**src/rtl/ectp_pkg.sv**
```systemverilog
// shared types and constants for the event count time profiler
`default_nettype none
package ectp_pkg;
    localparam int NUM_W   = 10;
    localparam int COUNT_W = 32;
    localparam int TIME_W  = 64;

    localparam logic [COUNT_W-1:0] COUNT_MAX = '1;
    localparam logic [TIME_W-1:0]  TIME_MAX  = '1;

    typedef enum logic [0:0] {
        ACT_CALL   = 1'b0,
        ACT_REPORT = 1'b1
    } action_t;

    typedef enum logic [3:0] {
        ST_IDLE,
        ST_SCAN,
        ST_SCAN_WAIT,
        ST_ENTRY_UPD,
        ST_EXIT_UPD,
        ST_SORT_INIT,
        ST_SORT_RD,
        ST_SORT_WAIT,
        ST_SORT_CMP,
        ST_EMIT_RD,
        ST_EMIT_WAIT,
        ST_EMIT_OUT,
        ST_EMPTY_OUT
    } state_t;

    // controller to datapath
    typedef struct packed {
        logic latch_in;
        logic scan_clr;
        logic scan_rd;
        logic scan_step;
        logic entry_upd;
        logic exit_upd;
        logic sort_init;
        logic sort_rd;
        logic sort_cmp;
        logic emit_rd;
        logic emit_load;
        logic empty_load;
    } ctrl_t;

    // datapath to controller
    typedef struct packed {
        logic is_report;
        logic inside_call;
        logic scan_done;
        logic scan_hit;
        logic table_empty;
        logic sort_done;
        logic emit_done;
        logic out_full;
    } stat_t;
endpackage
`default_nettype wire

```
**src/rtl/ectp_ctrl.sv**
```systemverilog
// controller state machine for the profiler
`default_nettype none
module ectp_ctrl
    import ectp_pkg::*;
(
    input  wire logic  clk,
    input  wire logic  rst_n,
    input  wire logic  in_valid,
    output logic       in_ready,
    input  wire stat_t stat,
    output ctrl_t      ctrl
);
    state_t state_reg, state_next;

    // state register
    always_ff @(posedge clk or negedge rst_n)
    begin
        if (!rst_n)
            state_reg <= ST_IDLE;
        else
            state_reg <= state_next;
    end

    // next state
    always_comb
    begin
        state_next = state_reg;
        case (state_reg)
            ST_IDLE:
                if (in_valid) state_next = ST_SCAN;
            ST_SCAN:
            begin
                if (stat.is_report)
                    state_next = stat.table_empty ? ST_EMPTY_OUT : ST_SORT_INIT;
                else if (stat.scan_done)
                    state_next = stat.inside_call ? ST_EXIT_UPD : ST_ENTRY_UPD;
                else
                    state_next = ST_SCAN_WAIT;
            end
            ST_SCAN_WAIT:
            begin
                if (stat.scan_hit)
                    state_next = stat.inside_call ? ST_EXIT_UPD : ST_ENTRY_UPD;
                else
                    state_next = ST_SCAN;
            end
            ST_ENTRY_UPD: state_next = ST_IDLE;
            ST_EXIT_UPD:  state_next = ST_IDLE;
            ST_SORT_INIT: state_next = ST_SORT_RD;
            ST_SORT_RD:   state_next = ST_SORT_WAIT;
            ST_SORT_WAIT: state_next = ST_SORT_CMP;
            ST_SORT_CMP:  state_next = stat.sort_done ? ST_EMIT_RD : ST_SORT_RD;
            ST_EMIT_RD:   state_next = ST_EMIT_WAIT;
            ST_EMIT_WAIT: if (!stat.out_full) state_next = ST_EMIT_OUT;
            ST_EMIT_OUT:  state_next = stat.emit_done ? ST_IDLE : ST_SORT_INIT;
            ST_EMPTY_OUT: if (!stat.out_full) state_next = ST_IDLE;
            default:      state_next = ST_IDLE;
        endcase
    end

    // outputs
    always_comb
    begin
        ctrl = '0;
        in_ready = 1'b0;
        case (state_reg)
            ST_IDLE:
            begin
                in_ready = 1'b1;
                ctrl.latch_in = in_valid;
                ctrl.scan_clr = in_valid;
            end
            ST_SCAN:      ctrl.scan_rd = !stat.is_report && !stat.scan_done;
            ST_SCAN_WAIT: ctrl.scan_step = !stat.scan_hit;
            ST_ENTRY_UPD: ctrl.entry_upd = 1'b1;
            ST_EXIT_UPD:  ctrl.exit_upd = 1'b1;
            ST_SORT_INIT: ctrl.sort_init = 1'b1;
            ST_SORT_RD:   ctrl.sort_rd = 1'b1;
            ST_SORT_CMP:  ctrl.sort_cmp = 1'b1;
            ST_EMIT_RD:   ctrl.emit_rd = 1'b1;
            ST_EMIT_OUT:  ctrl.emit_load = 1'b1;
            ST_EMPTY_OUT: ctrl.empty_load = !stat.out_full;
            default:      ctrl = '0;
        endcase
    end
endmodule
`default_nettype wire

```
**config.mk**
```make
export PLATFORM = sky130hd
export DESIGN_NAME = ectp_ctrl
export DESIGN_NICKNAME = d
export VERILOG_FILES = /design/src/rtl/ectp_pkg.sv /design/src/rtl/ectp_ctrl.sv
export SDC_FILE = /design/constraint.sdc
export NUM_CORES = 1
export LEC_CHECK = 0
export BUFFER_PORTS_ARGS = -buffer_cell sky130_fd_sc_hd__buf_2
export CAP_MARGIN = 30
export CELL_PAD_IN_SITES_DETAIL_PLACEMENT = 0
export CELL_PAD_IN_SITES_GLOBAL_PLACEMENT = 1
export CORE_MARGIN = 5
export CORE_UTILIZATION = 29
export CTS_CLUSTER_SIZE = 24
export DETAILED_ROUTE_END_ITERATION = 8
export PLACE_DENSITY_LB_ADDON = 0.1
export REMOVE_ABC_BUFFERS = 1
export SYNTH_ARGS = -nofsm -noshare
export SYNTH_HDL_FRONTEND = slang
export SYNTH_SLANG_ARGS = --single-unit
export TNS_END_PERCENT = 30
```
**constraint.sdc**
```tcl
create_clock -name clk -period 1.6 [get_ports clk]
set_clock_uncertainty 0.15 [all_clocks]
set_input_delay 0.4 -clock clk [delete_from_list [all_inputs] [get_ports clk]]
set_output_delay 0.4 -clock clk [all_outputs]
set_load 0.01 [all_outputs]
```
# ---- Word-level counts from Yosys, hierarchy flattened
# Cells that the tools add are included.
dict set report op_classes {
  eq_ne 15
  mux 23
  reduce_logical 7
}
# cell count
set ops {}
lappend ops {{4-bit one-hot mux with 11 select lines} 1}
lappend ops {{4-bit two-way mux} 6}
lappend ops {{4-bit == test (second input constant)} 5}
lappend ops {{4-bit by 3-bit == test with 1-bit output (second input constant)} 4}
lappend ops {{3-bit two-way mux} 4}
lappend ops {{1-bit two-way mux} 11}
lappend ops {{4-bit by 2-bit == test with 1-bit output (second input constant)} 2}
lappend ops {{2-bit inequality test (second input constant)} 3}
lappend ops {{4-bit by 1-bit == test with 1-bit output (second input constant)} 1}
lappend ops {{1-bit zero test} 4}
lappend ops {{4-bit zero test} 1}
lappend ops {{3-bit AND reduction} 1}
lappend ops {{2-bit two-way mux} 1}
lappend ops {{1-bit logical AND} 1}
dict set report word_totals {
  register_bits 4
  out_inout_bits 13
}

# ---- Depth between registers and ports, before layout
dict set report depth {
  word_depth 4
  mapped_depth 5
  depth_no_buf 4
}

# ---- Worst setup path after synthesis
# No wires, ideal clock.
dict set report synth_path {
  path_kind {reg-to-output}
  from {register state_reg[0]}
  to {output ctrl[0] (netlist name)}
  stages_incl_launch_ff 4
  n_path_buf 1
  arrival_time_ps 1125
  slack_ps -75
  path_cell_list {dfrtp_1 -> buf_6 -> or2_4 -> nor4_1}
}
# item line_no
set synth_rtl {}
lappend synth_rtl {{from (decl)} ectp_ctrl.sv:13} ;# state_t state_reg, state_next;
lappend synth_rtl {{from (signal assigned)} ectp_ctrl.sv:21} ;# state_reg <= state_next;
lappend synth_rtl {{to (decl)} ectp_ctrl.sv:11} ;# output ctrl_t ctrl

==> impl_metrics.prom <==
# TYPE chip_impl_metric gauge
chip_impl_info{name="run_status",value="complete, but fails checks"} 1
chip_impl_info{name="violations_in_the_final_reports",value="setup timing"} 1
chip_impl_metric{name="ratio_of_final_minimum_period_to_clock_period",unit="%"} 114
chip_impl_info{name="crit_type",value="flip-flop to output port"} 1
chip_impl_metric{name="post-layout-total-power",unit="mW"} 1.46
chip_impl_metric{name="clkSlewWorstSetupHoldPaths",unit="ps"} 40
chip_impl_info{name="cp_cell_sequence",value="or2_4 > nor4_2 > buf_2"} 1
chip_impl_info{name="setup.worst_path.start_class",value="flip-flop"} 1
chip_impl_metric{name="largest_register_ff_count",unit=""} 4
chip_impl_metric{name="synth_compound_area_share",unit="%"} 25.6
chip_impl_metric{name="vias",unit=""} 679
chip_impl_metric{name="max_cap_violations",unit=""} 0
chip_impl_info{name="worst_reg2reg_path_endpoint",value="state_reg[1]"} 1
chip_impl_metric{name="layout-drive-gt1-share",unit="%"} 56.0
chip_impl_metric{name="synth-simple-area-share",unit="%"} 43.5
chip_impl_metric{name="residual_antenna_violating_net_count_after_detailed_routing",unit=""} 0
chip_impl_metric{name="worst-endpoint-required",unit="ps"} 1050
chip_impl_info{name="largest_family_of_logic_cells_by_synthesized_area",value="simple AND/OR/NAND/NOR gates"} 1
chip_impl_info{name="critical_path_s_slowest_cell",value="dfrtp_2"} 1
chip_impl_metric{name="max_stage_delay",unit="ps"} 440
chip_impl_metric{name="clock_sink_count",unit=""} 4
chip_impl_metric{name="buffer_ports.inserted",unit=""} 23
chip_impl_info{name="cts_tree",value="done"} 1
chip_impl_metric{name="gpl.final_weighted_congestion",unit=""} 0.796
chip_impl_metric{name="drt-initial-drc-count",unit=""} 12
chip_impl_metric{name="coreArea",unit="µm²"} 1670
chip_impl_metric{name="whs",unit="ps"} 350
chip_impl_metric{name="numPlacedInstances",unit=""} 119
chip_impl_metric{name="die_w",unit="µm"} 51.3
chip_impl_metric{name="power-per-cell-area",unit="nW/µm²"} 1730
chip_impl_metric{name="slew_viol_final",unit=""} 0
chip_impl_metric{name="grt_max_degree",unit=""} 12
chip_impl_metric{name="pwr-share-clk",unit="%"} 8.9
chip_impl_metric{name="parity_gate_share_of_the_synthesized_area_counting_xor_and_xnor_cells",unit="%"} 1.77
chip_impl_metric{name="floorplan.initialDensity",unit="%"} 29.6
chip_impl_metric{name="finalWirelength",unit="µm"} 1790
chip_impl_metric{name="fillers",unit=""} 176
chip_impl_metric{name="dp_hpwl",unit="µm"} 1310
chip_impl_metric{name="flow.area_growth_from_synthesis",unit="%"} 70.1
chip_impl_metric{name="clockBufferDepth",unit=""} 2
chip_impl_metric{name="max_slew_headroom_at_the_worst_pin",unit="%"} 83.8
chip_impl_metric{name="fraction_of_power_consumed_by_sequential_logic",unit="%"} 16.3
chip_impl_metric{name="clk-insertion-delay-late",unit="ps"} 240
chip_impl_metric{name="dpl-instance-area",unit="µm²"} 703
chip_impl_metric{name="post-route-worst-setup-slack",unit="ps"} -221
chip_impl_metric{name="multiplexer_area_fraction_after_synthesis",unit="%"} 0
chip_impl_info{name="timing.hold.worst.class",value="input port to asynchronous set/reset pin"} 1
chip_impl_metric{name="synthesis.area_per_instance",unit="µm²"} 7.06
chip_impl_metric{name="chipHeight",unit="µm"} 51.3
chip_impl_metric{name="r2r.worst_path.cells",unit=""} 5
chip_impl_metric{name="yosysWarningCount",unit=""} 0
chip_impl_info{name="timing.rr.start",value="state_reg[1]"} 1
chip_impl_metric{name="mappedNetlistArea",unit="µm²"} 494
chip_impl_info{name="clockRootBuffer",value="clkbuf_4"} 1
chip_impl_metric{name="cts.htree.levels",unit=""} 1
chip_impl_metric{name="postSynthCellCount",unit=""} 70
chip_impl_metric{name="max_freq",unit="GHz"} 0.549
chip_impl_metric{name="gr-total-overflow",unit=""} 0
chip_impl_metric{name="switching_fraction",unit="%"} 43.9
chip_impl_metric{name="p_int",unit="mW"} 0.818
chip_impl_metric{name="cellLeakagePower",unit="nW"} 0.399
chip_impl_metric{name="setup-tns-final",unit="ps"} -2410
chip_impl_metric{name="setup_viol",unit=""} 16
chip_impl_metric{name="finalCoreUtilization",unit="%"} 50.3
chip_impl_metric{name="design.final.nets",unit=""} 122
chip_impl_metric{name="detailedRoute.firstPassIterationCount",unit=""} 4
chip_impl_metric{name="timing.final.crit_period",unit="ps"} 1820
chip_impl_info{name="crit_path_end_kind",value="output port"} 1
chip_impl_metric{name="ys_seq_elements",unit=""} 4
chip_impl_metric{name="crit_path_max_fanout",unit=""} 5
chip_impl_metric{name="cp.buffers_inverters",unit=""} 1
chip_impl_metric{name="worst-slew-pin-transition",unit="ps"} 242
chip_impl_metric{name="global_route_wire_length_before_repair",unit="µm"} 2770
chip_impl_metric{name="detail_route.drc_violations",unit=""} 0
chip_impl_metric{name="synthAdderAreaFrac",unit="%"} 0
chip_impl_metric{name="routed_via_density",unit=""} 5.39
chip_impl_metric{name="finalNonFillerCells",unit=""} 126
chip_impl_metric{name="tritoncts.num_buffers",unit=""} 3
chip_impl_metric{name="first_global_vias",unit=""} 639
chip_impl_metric{name="antenna_found_initial",unit=""} 0
chip_impl_metric{name="synth.distinct_cells",unit=""} 32
chip_impl_metric{name="combPwrFrac",unit="%"} 74.7
chip_impl_info{name="worst_path_dominant_cell_family",value="flip-flops"} 1
chip_impl_metric{name="switchingPower",unit="mW"} 0.641
chip_impl_metric{name="i_o_pin_total",unit=""} 24
chip_impl_metric{name="worst-endpoint-arrival",unit="ps"} 1270
chip_impl_metric{name="wl_per_cell",unit="µm"} 14.2
chip_impl_metric{name="timing.final.hold_violations",unit=""} 0
chip_impl_metric{name="setup.reg_to_reg.worst_slack",unit="ps"} -150
chip_impl_metric{name="peakVddDrop",unit="V"} 0.000888
chip_impl_metric{name="seq_area_frac_synth",unit="%"} 20.3
chip_impl_metric{name="floorplan.rows",unit=""} 15
chip_impl_info{name="rsz0062_at_grt",value="true"} 1
chip_impl_metric{name="layout.cell_area.non_filler",unit="µm²"} 841
chip_impl_metric{name="die_area",unit="µm²"} 2630
chip_impl_metric{name="pre_cts_slack",unit="ps"} -11.1
chip_impl_metric{name="antenna-diode-count",unit=""} 0
chip_impl_metric{name="global_route.usage.total",unit="%"} 14.1
[power groups by stage]
stage | Clock, mW | Sequential (mW) | Combinational, mW
2_1_floorplan | 0 | 0.241 | 0.444
3_3_place_gp | 0 | 0.212 | 0.912
5_1_grt | 0.141 | 0.246 | 1.19
3_5_place_dp | 0 | 0.208 | 0.898
6_report | 0.130 | 0.238 | 1.09
4_1_cts | 0.134 | 0.219 | 1.01
[timing repair]
item                                    CTS  global route
endpoints found under the setup margin   15            16
hold buffers                              1             0
gates resized for setup                  13             9
hold endpoints to repair                  4             0
setup buffers                             3             0
pin swaps                                 4             1
[cells in the mapped netlist]
library cell / number / share of area [%]
nor2_1: 10 / 7.6
a21oi_1: 6 / 6.1
nand2_1: 6 / 4.6
and3_1: 4 / 5.1
dfrtp_1: 4 / 20
inv_1: 3 / 2.3
nand2b_1: 3 / 3.8
nor3_1: 3 / 3.0
o21ai_1: 3 / 3.0
buf_2: 2 / 2.0
nand3b_1: 2 / 3.0
nor3b_1: 2 / 3.0
nor4_1: 2 / 2.5
o22a_1: 2 / 3.5
a22oi_1: 1 / 1.5
a32oi_1: 1 / 1.8
and2b_4: 1 / 2.0
buf_1: 1 / 0.76
buf_4: 1 / 1.5
buf_6: 1 / 2.3
nand4_1: 1 / 1.3
nor2b_1: 1 / 1.3
o2111ai_1: 1 / 1.8
o21ai_0: 1 / 1.0
o221ai_2: 1 / 3.0
o32a_1: 1 / 2.0
o32ai_1: 1 / 1.8
or2_4: 1 / 1.8
or2b_1: 1 / 1.5
or3_1: 1 / 1.3
or3b_1: 1 / 1.8
xnor2_1: 1 / 1.8
[worst max path at each step]
stage	slack [ps]	end	startpoint	depth (start not counted)
final	-220	ctrl[0]	state_reg[1]	3
after global routing	-280	ctrl[8]	state_reg[2]	3
after CTS	-230	ctrl[0]	state_reg[1]	3
after detailed placement	-10	state_reg[1]	state_reg[1]	4
after global placement	-20	ctrl[0]	state_reg[3]	3
after floorplan	-70	ctrl[0]	state_reg[1]	2
[layout make-up]
class                   count  area, µm²  share of cell area (%)
clock buffers               3       22.5                    2.68
multi-input cells          58        407                    48.4
inverters                   3       11.3                    1.34
flip-flops and latches      4        105                    12.5
repair buffers             41        274                    32.6
well taps                  17       21.3                    2.53
[logic make-up after synthesis]
kind of cell,Yosys count
and+or+nand+nor,39
AOI/OAI and AO/OA,18
buffers and inverters,8
DFF,4
xor gates and xnor gates,1
[cells in the final DEF, fill, tap and decap left out, types with 2 or more instances in the layout]
master,n
buf_2,22
buf_4,13
nor2_1,8
nand2_1,6
a21oi_1,6
buf_6,5
dfrtp_2,4
nor3_1,3
o21ai_1,3
and3_1,3
clkbuf_4,3
nand2b_1,2
nor2_4,2
inv_1,2
nor4_2,2
nand3b_1,2
o22a_1,2
nor3b_1,2
[worst reg2reg max path: stages (launching register included)]
cell and delay (ps):
dfrtp_2 440, buf_4 150, and2b_4 170, nor2_1 130, o22a_1 200, or3b_1 380
[per-layer routing]
| layer | global-route usage, % | vias to the layer above | routed length [µm] |
|---|---|---|---|
| met5 | 0 | - | 0 |
| met4 | 6.55 | 0 | 19 |
| met3 | 4.37 | 2 | 78 |
| met2 | 21.5 | 15 | 882 |
| met1 | 18.1 | 325 | 805 |
| li1 | - | 337 | - |
Power figures use the tool's default switching activity.
